File: config.mk
export PLATFORM = sky130hd
export DESIGN_NAME = tcp_reno_window_control_flat
export DESIGN_NICKNAME = d
export VERILOG_FILES = /design/src/rtl/core/trw_pkg.sv /design/src/rtl/core/trw_in_if.sv /design/src/rtl/core/trw_out_if.sv /design/src/rtl/core/tcp_reno_window_control.sv /design/src/rtl/core/trw_div.sv /design/src/flat_wrapper.sv
export SDC_FILE = /design/constraint.sdc
export NUM_CORES = 2
export LEC_CHECK = 0
export BUFFER_PORTS_ARGS = -buffer_cell sky130_fd_sc_hd__buf_4
export CORE_MARGIN = 3
export CORE_UTILIZATION = 35
export DETAILED_ROUTE_END_ITERATION = 7
export PLACE_DENSITY = 0.47
export SKIP_CTS_REPAIR_TIMING = 1
export SLEW_MARGIN = 20
export SYNTH_ARGS = -nofsm -noshare
export SYNTH_HDL_FRONTEND = slang
export SYNTH_SLANG_ARGS = --single-unit
File: constraint.sdc
create_clock -name clk_i -period 19.6 [get_ports clk_i]
set_input_delay 1.96 -clock clk_i [delete_from_list [all_inputs] [get_ports clk_i]]
set_output_delay 1.96 -clock clk_i [all_outputs]
set_load 0.05 [all_outputs]
File: src/rtl/core/trw_pkg.sv
package trw_pkg;

  localparam int unsigned WORD_W    = 32;
  localparam int unsigned HALF_W    = 16;
  localparam int unsigned KIND_W    = 2;
  localparam int unsigned CFG_IDX_W = 2;

  localparam int unsigned MAX_BURST = 64;
  localparam int unsigned BURST_W   = $clog2(MAX_BURST + 1);
  localparam int unsigned DIV_CNT_W = $clog2(WORD_W);

  typedef logic [WORD_W-1:0] word_t;
  typedef logic [HALF_W-1:0] half_t;

  localparam logic [KIND_W-1:0] KIND_ACK     = 2'd0;
  localparam logic [KIND_W-1:0] KIND_TIMEOUT = 2'd1;
  localparam logic [KIND_W-1:0] KIND_APPEND  = 2'd2;
  localparam logic [KIND_W-1:0] KIND_SEND    = 2'd3;

  localparam logic [CFG_IDX_W-1:0] REG_SEG_SIZE  = 2'd0;
  localparam logic [CFG_IDX_W-1:0] REG_INIT_WND  = 2'd1;
  localparam logic [CFG_IDX_W-1:0] REG_INIT_THR  = 2'd2;
  localparam logic [CFG_IDX_W-1:0] REG_START_SEQ = 2'd3;

  localparam half_t RST_SEG_SIZE  = 16'd1400;
  localparam word_t RST_INIT_WND  = 32'd1400;
  localparam word_t RST_INIT_THR  = 32'd65535;
  localparam word_t RST_START_SEQ = 32'd0;
  localparam half_t RST_PEER_WIN  = 16'hFFFF;

endpackage

File: src/rtl/core/trw_in_if.sv
interface trw_in_if import trw_pkg::*; ();
  logic              valid;
  logic              ready;
  logic [KIND_W-1:0] kind;
  word_t             ack_number;
  half_t             peer_window;
  half_t             append_bytes;

  modport source (output valid, kind, ack_number, peer_window, append_bytes, input ready);
  modport sink (input valid, kind, ack_number, peer_window, append_bytes, output ready);
endinterface

File: src/rtl/core/trw_out_if.sv
interface trw_out_if import trw_pkg::*; ();
  logic  valid;
  logic  ready;
  word_t seg_seq;
  half_t seg_len;
  word_t window_now;
  word_t threshold_now;
  logic  retransmit;
  logic  last;

  modport source (output valid, seg_seq, seg_len, window_now, threshold_now, retransmit, last,
                  input ready);
  modport sink (input valid, seg_seq, seg_len, window_now, threshold_now, retransmit, last,
                output ready);
endinterface

File: src/rtl/core/tcp_reno_window_control.sv
// TCP Reno sender window bookkeeping: one input transaction at a time. Ready is high only
// while the sequencer is idle. A new ACK in slow start, a duplicate ACK, a timeout, an
// append or a send opportunity that emits nothing passes from decode to the response
// state and puts out one result transaction. A new ACK in congestion avoidance first waits
// for the 32-step divider that forms MSS*MSS/cwnd. A send opportunity that emits segments
// puts them out one after another (up to 64), each segment leaving through the output
// register as one transaction.
// The sink can hold back any result or segment by holding ready low.
module tcp_reno_window_control import trw_pkg::*; (
  input  logic                 clk_i,
  input  logic                 rst_ni,
  input  logic                 cfg_we_i,
  input  logic [CFG_IDX_W-1:0] cfg_idx_i,
  input  word_t                cfg_data_i,
  trw_in_if.sink               in_i,
  trw_out_if.source            out_o
);

  typedef enum logic [2:0] {
    S_IDLE,
    S_DECODE,
    S_MUL,
    S_DIV,
    S_SEND,
    S_RESP
  } state_e;

  function automatic word_t sat_add(word_t a, word_t b);
    logic [WORD_W:0] s;
    s = {1'b0, a} + {1'b0, b};
    return s[WORD_W] ? '1 : s[WORD_W-1:0];
  endfunction

  state_e state_q;

  half_t mss_q;

  word_t       cwnd_q;
  word_t       ssthresh_q;
  logic [1:0]  dup_q;
  word_t       acked_q;
  word_t       sent_q;
  word_t       written_q;
  half_t       peer_q;

  logic [KIND_W-1:0] kind_q;
  word_t             ack_q;
  half_t             pw_q;
  half_t             ab_q;
  logic              rt_q;
  word_t             prod_q;
  word_t             avail_q;
  word_t             pend_q;
  logic [BURST_W-1:0] n_q;

  logic  out_valid_q;
  word_t out_seq_q;
  half_t out_len_q;
  word_t out_wnd_q;
  word_t out_thr_q;
  logic  out_rt_q;
  logic  out_last_q;

  logic  in_accept;
  logic  emit_ok;
  logic  out_load;
  logic  div_start;
  logic  div_done;
  word_t div_quo;

  word_t ack_m1;
  word_t ack_dist;
  word_t sent_dist;
  logic  new_ack;
  logic  dup_ack;
  logic  ack_past_sent;
  word_t mss_w;
  word_t cwnd_plus_mss;
  word_t fr_thr;
  word_t fr_cwnd;
  logic  slow_start;
  word_t base;
  word_t outst;
  word_t avail;
  word_t pend;
  logic  can_send;
  word_t len_a;
  word_t len_w;
  logic  seg_last;

  assign in_accept = in_i.valid && in_i.ready;
  assign in_i.ready = state_q == S_IDLE;
  assign emit_ok   = !out_valid_q || out_o.ready;
  assign out_load  = (state_q inside {S_SEND, S_RESP}) && emit_ok;
  assign div_start = state_q == S_MUL;

  always_comb begin
    ack_m1        = ack_q - 1'b1;
    ack_dist      = ack_m1 - acked_q;
    sent_dist     = ack_m1 - sent_q;
    new_ack       = ack_dist != '0 && !ack_dist[WORD_W-1];
    dup_ack       = ack_dist == '0;
    ack_past_sent = sent_dist != '0 && !sent_dist[WORD_W-1];
    mss_w         = {{(WORD_W-HALF_W){1'b0}}, mss_q};
    cwnd_plus_mss = sat_add(cwnd_q, mss_w);
    fr_thr        = cwnd_q >> 1;
    fr_cwnd       = sat_add(fr_thr, (mss_w << 1) + mss_w);
    slow_start    = cwnd_q < ssthresh_q || cwnd_q == '0;
    base          = (cwnd_q < {{(WORD_W-HALF_W){1'b0}}, peer_q}) ? cwnd_q :
                    {{(WORD_W-HALF_W){1'b0}}, peer_q};
    outst         = sent_q - acked_q;
    avail         = (base > outst) ? base - outst : '0;
    pend          = written_q - sent_q;
    can_send      = !(dup_q == 2'd1 || dup_q == 2'd2) && mss_q != '0 && avail != '0 &&
                    pend != '0 && !pend[WORD_W-1];
    len_a         = (avail_q < pend_q) ? avail_q : pend_q;
    len_w         = (len_a > mss_w) ? mss_w : len_a;
    seg_last      = n_q == BURST_W'(MAX_BURST - 1) || avail_q == len_w || pend_q == len_w;
  end

  trw_div u_div (
    .clk_i      (clk_i),
    .rst_ni     (rst_ni),
    .start_i    (div_start),
    .dividend_i (prod_q),
    .divisor_i  (cwnd_q),
    .done_o     (div_done),
    .quotient_o (div_quo)
  );

  always_ff @(posedge clk_i or negedge rst_ni) begin
    if (!rst_ni) begin
      state_q     <= S_IDLE;
      mss_q       <= RST_SEG_SIZE;
      cwnd_q      <= RST_INIT_WND;
      ssthresh_q  <= RST_INIT_THR;
      dup_q       <= '0;
      acked_q     <= RST_START_SEQ;
      sent_q      <= RST_START_SEQ;
      written_q   <= RST_START_SEQ;
      peer_q      <= RST_PEER_WIN;
      kind_q      <= KIND_ACK;
      ack_q       <= '0;
      pw_q        <= '0;
      ab_q        <= '0;
      rt_q        <= 1'b0;
      prod_q      <= '0;
      avail_q     <= '0;
      pend_q      <= '0;
      n_q         <= '0;
      out_valid_q <= 1'b0;
      out_seq_q   <= '0;
      out_len_q   <= '0;
      out_wnd_q   <= '0;
      out_thr_q   <= '0;
      out_rt_q    <= 1'b0;
      out_last_q  <= 1'b0;
    end else begin
      if (out_o.ready && !out_load) begin
        out_valid_q <= 1'b0;
      end

      case (state_q)
        S_IDLE: begin
          if (in_accept) begin
            kind_q  <= in_i.kind;
            ack_q   <= in_i.ack_number;
            pw_q    <= in_i.peer_window;
            ab_q    <= in_i.append_bytes;
            state_q <= S_DECODE;
          end
        end

        S_DECODE: begin
          rt_q    <= 1'b0;
          state_q <= S_RESP;
          case (kind_q)
            KIND_ACK: begin
              peer_q <= pw_q;
              if (new_ack) begin
                dup_q   <= '0;
                acked_q <= ack_m1;
                if (ack_past_sent) begin
                  sent_q <= ack_m1;
                end
                if (slow_start) begin
                  cwnd_q <= cwnd_plus_mss;
                end else begin
                  prod_q  <= WORD_W'(mss_q) * WORD_W'(mss_q);
                  state_q <= S_MUL;
                end
              end else if (dup_ack) begin
                if (dup_q == 2'd3) begin
                  cwnd_q <= cwnd_plus_mss;
                end else if (dup_q == 2'd2) begin
                  dup_q      <= 2'd3;
                  ssthresh_q <= fr_thr;
                  cwnd_q     <= fr_cwnd;
                  sent_q     <= acked_q;
                  rt_q       <= 1'b1;
                end else begin
                  dup_q  <= dup_q + 1'b1;
                  cwnd_q <= cwnd_plus_mss;
                end
              end
            end
            KIND_TIMEOUT: begin
              dup_q      <= '0;
              ssthresh_q <= fr_thr;
              cwnd_q     <= mss_w;
              sent_q     <= acked_q;
              rt_q       <= 1'b1;
            end
            KIND_APPEND: begin
              written_q <= written_q + {{(WORD_W-HALF_W){1'b0}}, ab_q};
            end
            KIND_SEND: begin
              avail_q <= avail;
              pend_q  <= pend;
              n_q     <= '0;
              if (can_send) begin
                state_q <= S_SEND;
              end
            end
            default: begin
              state_q <= S_RESP;
            end
          endcase
        end

        S_MUL: begin
          state_q <= S_DIV;
        end

        S_DIV: begin
          if (div_done) begin
            cwnd_q  <= sat_add(cwnd_q, div_quo);
            state_q <= S_RESP;
          end
        end

        S_SEND: begin
          if (emit_ok) begin
            out_valid_q <= 1'b1;
            out_seq_q   <= sent_q + 1'b1;
            out_len_q   <= len_w[HALF_W-1:0];
            out_wnd_q   <= cwnd_q;
            out_thr_q   <= ssthresh_q;
            out_rt_q    <= 1'b0;
            out_last_q  <= seg_last;
            sent_q      <= sent_q + len_w;
            avail_q     <= avail_q - len_w;
            pend_q      <= pend_q - len_w;
            n_q         <= n_q + 1'b1;
            if (seg_last) begin
              state_q <= S_IDLE;
            end
          end
        end

        S_RESP: begin
          if (emit_ok) begin
            out_valid_q <= 1'b1;
            out_seq_q   <= '0;
            out_len_q   <= '0;
            out_wnd_q   <= cwnd_q;
            out_thr_q   <= ssthresh_q;
            out_rt_q    <= rt_q;
            out_last_q  <= 1'b1;
            state_q     <= S_IDLE;
          end
        end

        default: begin
          state_q <= S_IDLE;
        end
      endcase

      // the user must write config only while no transaction is in flight; the block does not enforce this
      if (cfg_we_i) begin
        case (cfg_idx_i)
          REG_SEG_SIZE: begin
            mss_q <= cfg_data_i[HALF_W-1:0];
          end
          REG_INIT_WND: begin
            cwnd_q <= cfg_data_i;
          end
          REG_INIT_THR: begin
            ssthresh_q <= cfg_data_i;
          end
          REG_START_SEQ: begin
            acked_q   <= cfg_data_i;
            sent_q    <= cfg_data_i;
            written_q <= cfg_data_i;
          end
          default: begin
            mss_q <= mss_q;
          end
        endcase
      end
    end
  end

  assign out_o.valid         = out_valid_q;
  assign out_o.seg_seq       = out_seq_q;
  assign out_o.seg_len       = out_len_q;
  assign out_o.window_now    = out_wnd_q;
  assign out_o.threshold_now = out_thr_q;
  assign out_o.retransmit    = out_rt_q;
  assign out_o.last          = out_last_q;

endmodule

File: src/rtl/core/trw_div.sv
module trw_div import trw_pkg::*; (
  input  logic  clk_i,
  input  logic  rst_ni,
  input  logic  start_i,
  input  word_t dividend_i,
  input  word_t divisor_i,
  output logic  done_o,
  output word_t quotient_o
);

  logic                 busy_q;
  logic                 done_q;
  logic [DIV_CNT_W-1:0] cnt_q;
  word_t                rem_q;
  word_t                quo_q;
  word_t                dvs_q;
  logic [WORD_W:0]      rem_sh;
  logic [WORD_W:0]      diff;
  logic                 ge;

  // restoring division, one quotient bit per cycle
  assign rem_sh = {rem_q, quo_q[WORD_W-1]};
  assign ge     = rem_sh >= {1'b0, dvs_q};
  assign diff   = rem_sh - {1'b0, dvs_q};

  always_ff @(posedge clk_i or negedge rst_ni) begin
    if (!rst_ni) begin
      busy_q <= 1'b0;
      done_q <= 1'b0;
      cnt_q  <= '0;
    end else begin
      done_q <= 1'b0;
      if (start_i) begin
        busy_q <= 1'b1;
        cnt_q  <= '0;
      end else if (busy_q) begin
        cnt_q <= cnt_q + 1'b1;
        if (cnt_q == DIV_CNT_W'(WORD_W - 1)) begin
          busy_q <= 1'b0;
          done_q <= 1'b1;
        end
      end
    end
  end

  always_ff @(posedge clk_i) begin
    if (start_i) begin
      rem_q <= '0;
      quo_q <= dividend_i;
      dvs_q <= divisor_i;
    end else if (busy_q) begin
      rem_q <= ge ? diff[WORD_W-1:0] : rem_sh[WORD_W-1:0];
      quo_q <= {quo_q[WORD_W-2:0], ge};
    end
  end

  assign done_o     = done_q;
  assign quotient_o = quo_q;

endmodule
File: src/flat_wrapper.sv
// flat-port wrapper written by rule: the top's interface ports become plain ports
module tcp_reno_window_control_flat import trw_pkg::*;
  (clk_i, rst_ni, cfg_we_i, cfg_idx_i, cfg_data_i, in_i_valid, in_i_kind, in_i_ack_number, in_i_peer_window, in_i_append_bytes, in_i_ready, out_o_valid, out_o_seg_seq, out_o_seg_len, out_o_window_now, out_o_threshold_now, out_o_retransmit, out_o_last, out_o_ready);
  trw_in_if in_i_i ();
  trw_out_if out_o_i ();
  input  logic clk_i;
  input  logic rst_ni;
  input  logic cfg_we_i;
  input  logic [CFG_IDX_W-1:0] cfg_idx_i;
  input  word_t cfg_data_i;
  input wire logic [$bits(in_i_i.valid)-1:0] in_i_valid;
  input wire logic [$bits(in_i_i.kind)-1:0] in_i_kind;
  input wire logic [$bits(in_i_i.ack_number)-1:0] in_i_ack_number;
  input wire logic [$bits(in_i_i.peer_window)-1:0] in_i_peer_window;
  input wire logic [$bits(in_i_i.append_bytes)-1:0] in_i_append_bytes;
  output wire logic [$bits(in_i_i.ready)-1:0] in_i_ready;
  output wire logic [$bits(out_o_i.valid)-1:0] out_o_valid;
  output wire logic [$bits(out_o_i.seg_seq)-1:0] out_o_seg_seq;
  output wire logic [$bits(out_o_i.seg_len)-1:0] out_o_seg_len;
  output wire logic [$bits(out_o_i.window_now)-1:0] out_o_window_now;
  output wire logic [$bits(out_o_i.threshold_now)-1:0] out_o_threshold_now;
  output wire logic [$bits(out_o_i.retransmit)-1:0] out_o_retransmit;
  output wire logic [$bits(out_o_i.last)-1:0] out_o_last;
  input wire logic [$bits(out_o_i.ready)-1:0] out_o_ready;
  assign in_i_i.valid = in_i_valid;
  assign in_i_i.kind = in_i_kind;
  assign in_i_i.ack_number = in_i_ack_number;
  assign in_i_i.peer_window = in_i_peer_window;
  assign in_i_i.append_bytes = in_i_append_bytes;
  assign in_i_ready = in_i_i.ready;
  assign out_o_valid = out_o_i.valid;
  assign out_o_seg_seq = out_o_i.seg_seq;
  assign out_o_seg_len = out_o_i.seg_len;
  assign out_o_window_now = out_o_i.window_now;
  assign out_o_threshold_now = out_o_i.threshold_now;
  assign out_o_retransmit = out_o_i.retransmit;
  assign out_o_last = out_o_i.last;
  assign out_o_i.ready = out_o_ready;
  tcp_reno_window_control u_core (.clk_i(clk_i), .rst_ni(rst_ni), .cfg_we_i(cfg_we_i), .cfg_idx_i(cfg_idx_i), .cfg_data_i(cfg_data_i), .in_i(in_i_i), .out_o(out_o_i));
endmodule
---- Yosys cells after proc, flatten, opt, wreduce, memory -nomap -nowiden ----
Cells that the tools add are included.
storage, ports and cells
  output and inout bits ................... 116
  word-level logic and storage cells ...... 227
  register bits ........................... 585
operators by class
  multiply operators ...................... 1
  mux-type cells .......................... 99
  magnitude comparators ................... 6
  reduce and logical (&&, ||, !) cells .... 44
  equal/unequal tests ..................... 26
  bitwise operators ....................... 1
  add/sub/neg operators ................... 19
operators with widths
  cell                                                                   count
  32-bit two-way mux                                                     48
  32-bit one-hot mux with 2 select lines                                 8
  32-bit subtractor                                                      8
  32-bit nonzero test                                                    4
  32-bit == test                                                         2
  32-bit zero test                                                       2
  32-bit less-than comparator                                            2
  31-bit by 32-bit adder with 33-bit output                              1
  32-bit by 16-bit adder with 33-bit output                              1
  32-bit by 32-bit adder with 33-bit output                              1
  33-bit by 32-bit >= comparator with 1-bit output                       1
  32-bit by 1-bit adder with 32-bit output (second input constant)       1
  32-bit by 16-bit adder with 32-bit output                              1
  32-bit adder                                                           1
  32-bit by 16-bit greater-than comparator with 1-bit output             1
  32-bit greater-than comparator                                         1
  32-bit by 16-bit less-than comparator with 1-bit output                1
  16-bit by 16-bit multiplier with 32-bit output                         1
  16-bit two-way mux                                                     2
  16-bit one-hot mux with 2 select lines                                 1
  32-bit by 1-bit subtractor with 32-bit output (second input constant)  1
  3-bit two-way mux                                                      7
  17-bit by 16-bit adder with 18-bit output                              1
  1-bit two-way mux                                                      18
  35 further kinds                                                       81

---- Longest topological paths before layout ----
  depth after elaboration ................. 11
  gate-level depth with buffers ........... 43
  depth with buffers taken out ............ 42

---- Modules after synthesis ----
From an unflattened synthesis, not the netlist that was laid out.
unflattened totals
  cells, all modules ...................... 6811
  area total of the unflattened synthesis .. 57605.2 um^2
modules (own cells, without submodules)
  module                   cells each  times used  area each (um^2)
  tcp_reno_window_control  6226        1           51677.1
  trw_div                  585         1           5928.2

---- Worst setup path after synthesis ----
No wires, ideal clock.
  kind .................................... reg2reg
  start ................................... register u_core.pend_q[9]
  end ..................................... register u_core.sent_q[29]
  data required time ...................... 19518 ps
  period minus slack after synthesis ...... 7996 ps
  setup time .............................. 82 ps
  arrival time ............................ 7914 ps
  path slack .............................. 11604 ps
  buffers on the path ..................... 2
  stages on the path, launching flop included .. 43
  path through ............................ dfrtp_1 inv_1 ha_1 a21o_1 a21o_1 a21o_1 a21o_1 a21oi_1 nor2b_1 o31ai_1 a41o_1 a21oi_1 clkbuf_1 a311o_1 ha_1 nor2b_1 o21a_1 o21a_1 (+7 left out) o22ai_1 clkbuf_1 mux2i_1 inv_1 ha_1 a211oi_1 o21a_1 o211ai_1 o2111ai_1 a21oi_1 o211ai_1 o21ai_0 o41a_1 a21o_1 a21oi_1 xnor2_1 nand2_1 a31oi_1
between the ends
  cells in the longest elaborated chain, start to end .. 9
ends and longest elaborated chain
  item                                                        RTL line                        text
  from (decl)                                                 tcp_reno_window_control.sv:53   word_t pend_q;
  from (signal assigned)                                      tcp_reno_window_control.sv:219  pend_q <= pend;
  from (signal assigned)                                      tcp_reno_window_control.sv:253  pend_q <= pend_q - len_w;
  32-bit less-than comparator                                 tcp_reno_window_control.sv:116  len_a = (avail_q < pend_q) ? avail_q : pend_q;
  32-bit two-way mux *                                        tcp_reno_window_control.sv:116
  32-bit by 16-bit greater-than comparator with 1-bit output  tcp_reno_window_control.sv:117  len_w = (len_a > mss_w) ? mss_w : len_a;
  32-bit two-way mux *                                        tcp_reno_window_control.sv:117
  32-bit adder *                                              tcp_reno_window_control.sv:251  sent_q <= sent_q + len_w;
  32-bit two-way mux *                                        tcp_reno_window_control.sv:243  if (emit_ok) begin
  32-bit one-hot mux with 2 select lines *                    tcp_reno_window_control.sv:163  case (state_q)
  32-bit two-way mux                                          tcp_reno_window_control.sv:281  case (cfg_idx_i)
  32-bit two-way mux *                                        tcp_reno_window_control.sv:280  if (cfg_we_i) begin
  to (signal assigned)                                        tcp_reno_window_control.sv:184  sent_q <= ack_m1;
  to (signal assigned)                                        tcp_reno_window_control.sv:251
  to (signal assigned)                                        tcp_reno_window_control.sv:293  sent_q <= cfg_data_i;
  to (decl)                                                   tcp_reno_window_control.sv:42   word_t sent_q;
Mark *: on every way between the ends. The rest lies on a longest branch, timed or not.
A chain may end at the register's enable or synchronous reset.

---- Worst setup path in the final report ----
  start ................................... register u_core.pend_q[1]
  end ..................................... register u_core.avail_q[30]
between the ends
  cells in the longest elaborated chain, start to end .. 7
ends and longest elaborated chain
  item                                                        RTL line                        text
  32-bit less-than comparator                                 tcp_reno_window_control.sv:116
  32-bit two-way mux *                                        tcp_reno_window_control.sv:116
  32-bit by 16-bit greater-than comparator with 1-bit output  tcp_reno_window_control.sv:117
  32-bit two-way mux *                                        tcp_reno_window_control.sv:117
  32-bit subtractor *                                         tcp_reno_window_control.sv:252  avail_q <= avail_q - len_w;
  32-bit two-way mux *                                        tcp_reno_window_control.sv:243
  32-bit one-hot mux with 2 select lines *                    tcp_reno_window_control.sv:163
  to (signal assigned)                                        tcp_reno_window_control.sv:218  avail_q <= avail;
  to (signal assigned)                                        tcp_reno_window_control.sv:252
  to (decl)                                                   tcp_reno_window_control.sv:52   word_t avail_q;
Mark *: on every way between the ends. The rest lies on a longest branch, timed or not. The select of a mux whose other input is x is not followed.

==> flow_summary.ini <==
[status]
outcome = finished, final reports clean

[setup_path]
cp_slowest_cell = mux2i_1
end_kind = flop
cpPeakStageDelay_ns = 0.52
critPathKind = reg -> reg
crit_path_end = u_core.avail_q[30]
path_max_fanout = 33
r2r-end = u_core.avail_q[30]
critical_path_required_ns = 20.21
startpoint = u_core.pend_q[1]
critPathLaunchType = flop
arrival_ns = 10.26
r2r_start = u_core.pend_q[1]
rrSetupSlack_ns = 9.95
rr_worst_depth = 43

[sta]
min_period_ns = 9.650
fin_skew_ns = 0.06164
hold_viol = 0
relSlewSlack_pct = 11.41
rsz0062_at_grt = no
worst_pin_slew_ns = 1.319
max_freq_ghz = 0.1036
finalCritPeriodShare_pct = 49.23
drv_slew = 0
fin_setup_tns_ns = 0
setup-violations-final = 0

[placement]
hpwl_um = 190600
placed_cells = 9283
gp_congestion = 0.9715
numPortBuffers = 220

[grt]
grt_use_total_pct = 28.80
grt_pass1_wl_um = 362000
grt-ovfl-total = 0
grt_start_max_net_pins = 139
grt_pass1_vias = 52320
antenna_found_initial = 15

[clocking]
cts_root_buffer = clkbuf_16
cts.path.max_buffers = 3
cts.clk_slew.worst_paths_ns = 0.06
clock_latency_ns = 0.72
cts_sinks = 584
cts_tree = built
cts_buffers = 79
ctsHtreeMaxLevel = 3

[logic_synthesis]
synth_ff_type = dfrtp_1
avgSynthCellArea_um2 = 8.224
ys.warnings.count = 0
yosys.area.top_type_share_pct = 19.34
synth_area_leaders = dfrtp_1, ha_1, fa_1
synth_top_area_cell = dfrtp_1
synth_cells = 6984
netlist_area_um2 = 57440
synthArstFlopShare_pct = 83.56
ys_seq_area_share_pct = 25.82
yosysMostFrequentCell = nand2_1
synth_edf_count = 64
synth_cell_types = 101
ys_seq_elements = 584
synth.top_cells.by_count = nand2_1, nor2_1, ha_1

[hold_path]
hold_depth = 2
hold_path.class = reg -> reg

[floorplan]
core_um2 = 163000
die_w_um = 411.1
initial_utilization_pct = 35.25
dieArea_um2 = 169000
die_h_um = 411.1
ioPinCount = 221
rows = 148

[cells_and_area]
final_core_util_pct = 39.83
seq_area_um2 = 14830
finish.cell_count_without_fillers = 9441
nNetsFinal = 8076
drive_gt1_share_pct = 10.10
multi_input_area_um2 = 39650
syn2layout_area_growth_pct = 12.99
fillers = 16860

[run]
cap_viol_max_count = 0

[detailed_routing]
routedWlPerCell_um = 26.49
wirelength_um = 250100
avgViaCountPerCell = 5.771
drc = 0
drt_iter0_markers = 5026
ant_nets = 0
dr.pass1.iters = 6
vias = 54490
[layer usage]
metal	GRT usage [%]	up-vias	part of all wire, %
met3	4.528	423	6.7
met2	46.22	1970	45
met5	0	-	0.0084
met1	38.43	26790	43
li1	-	25300	-
met4	12.07	4	4.5
[cell usage in the layout (no fill, tap or decap), types with 25 or more instances in the layout]
cell and instances:
a211oi_1 50, nor2b_1 52, clkbuf_16 81, a221oi_1 56, o21bai_1 49, nand2_1 757, dfrtp_1 444, edfxtp_1 64
dfstp_2 44, conb_1 61, o31ai_1 39, dfxtp_1 32, a22oi_1 50, o21ai_0 519, or2_2 29, or3_1 46
a21o_1 181, nor2_1 603, xnor2_1 247, o211ai_1 67, ha_1 604, mux2_2 122, inv_1 584, nand3_1 125
and3_1 41, a31oi_1 92, xor2_1 155, o221ai_1 25, fa_1 178, mux2i_1 43, nor4_1 56, a21oi_1 564
nor3_1 139, nand2b_1 61, nand4_1 91, buf_4 338, o21a_1 74
[per-stage QoR]
step                instance area, um^2  hold slack (ns)  worst slack [ns]
floorplan                         57660           0.4257             11.60
global placement                  61990           0.4570             10.20
detailed placement                61990           0.4544             10.18
CTS                               64870           0.4709             10.11
global route                      64870           0.4918             9.267
finish                            64900           0.4689             9.950
[logic make-up after synthesis]
family	Yosys count	share of synthesized area (%)
compound gates	2051	22.79
xor+xnor	403	6.158
fa+ha+maj	782	19.36
buf+inv	869	5.762
flops	584	25.82
mux	166	3.161
other cells	2	0.01308
simple gates	2127	16.94
[sequential cells by signal (all words and copies together), names as in the netlist, 31 cells and up]
signal	cells
u_core.out_o.threshold_now	32
u_core.written_q	32
u_core.avail_q	32
u_core.prod_q	31
u_core.out_o.window_now	32
u_core.pend_q	32
u_core.ssthresh_q	32
u_core.u_div.rem_q	32
u_core.cwnd_q	32
u_core.out_o.seg_seq	32
u_core.u_div.dvs_q	32
u_core.sent_q	32
u_core.ack_q	32
u_core.u_div.quotient_o	32
u_core.acked_q	32
[area by class of cell]
class	instances	share of cell area, %
Timing Repair Buffer	340	3.964
Clock inverter	38	0.9581
Antenna cell	11	0.04241
Sequential cell	584	22.85
Inverter	594	3.435
Tap cell	2175	4.193
Clock buffer	109	3.470
Multi-Input combinational cell	5590	61.09
[worst max-delay path, delay by kind of cell, from the launching register on]
| kind | cells | cell delay, ns |
|---|---|---|
| DFF | 1 | 0.51 |
| AOI/OAI and AO/OA | 28 | 5.63 |
| adders and majority gates | 4 | 1.32 |
| muxes | 1 | 0.52 |
| xor gates and xnor gates | 1 | 0.17 |
| buffers and inverters | 4 | 0.76 |
| and+or+nand+nor | 5 | 0.61 |
[how the worst min path moves through the flow]
stage,end,startpoint
after global placement,u_core.u_div.rem_q[31],u_core.u_div.rem_q[31]
after floorplan,u_core.u_div.rem_q[31],u_core.u_div.rem_q[31]
final,u_core.u_div.rem_q[31],u_core.u_div.rem_q[31]
after global routing,u_core.u_div.rem_q[31],u_core.u_div.rem_q[31]
after CTS,u_core.u_div.rem_q[31],u_core.u_div.rem_q[31]
after detailed placement,u_core.u_div.rem_q[31],u_core.u_div.rem_q[31]
Power is left out: the tool's default activity adds up to more than one toggle a clock period on the data nets, which glitch-free logic cannot reach.
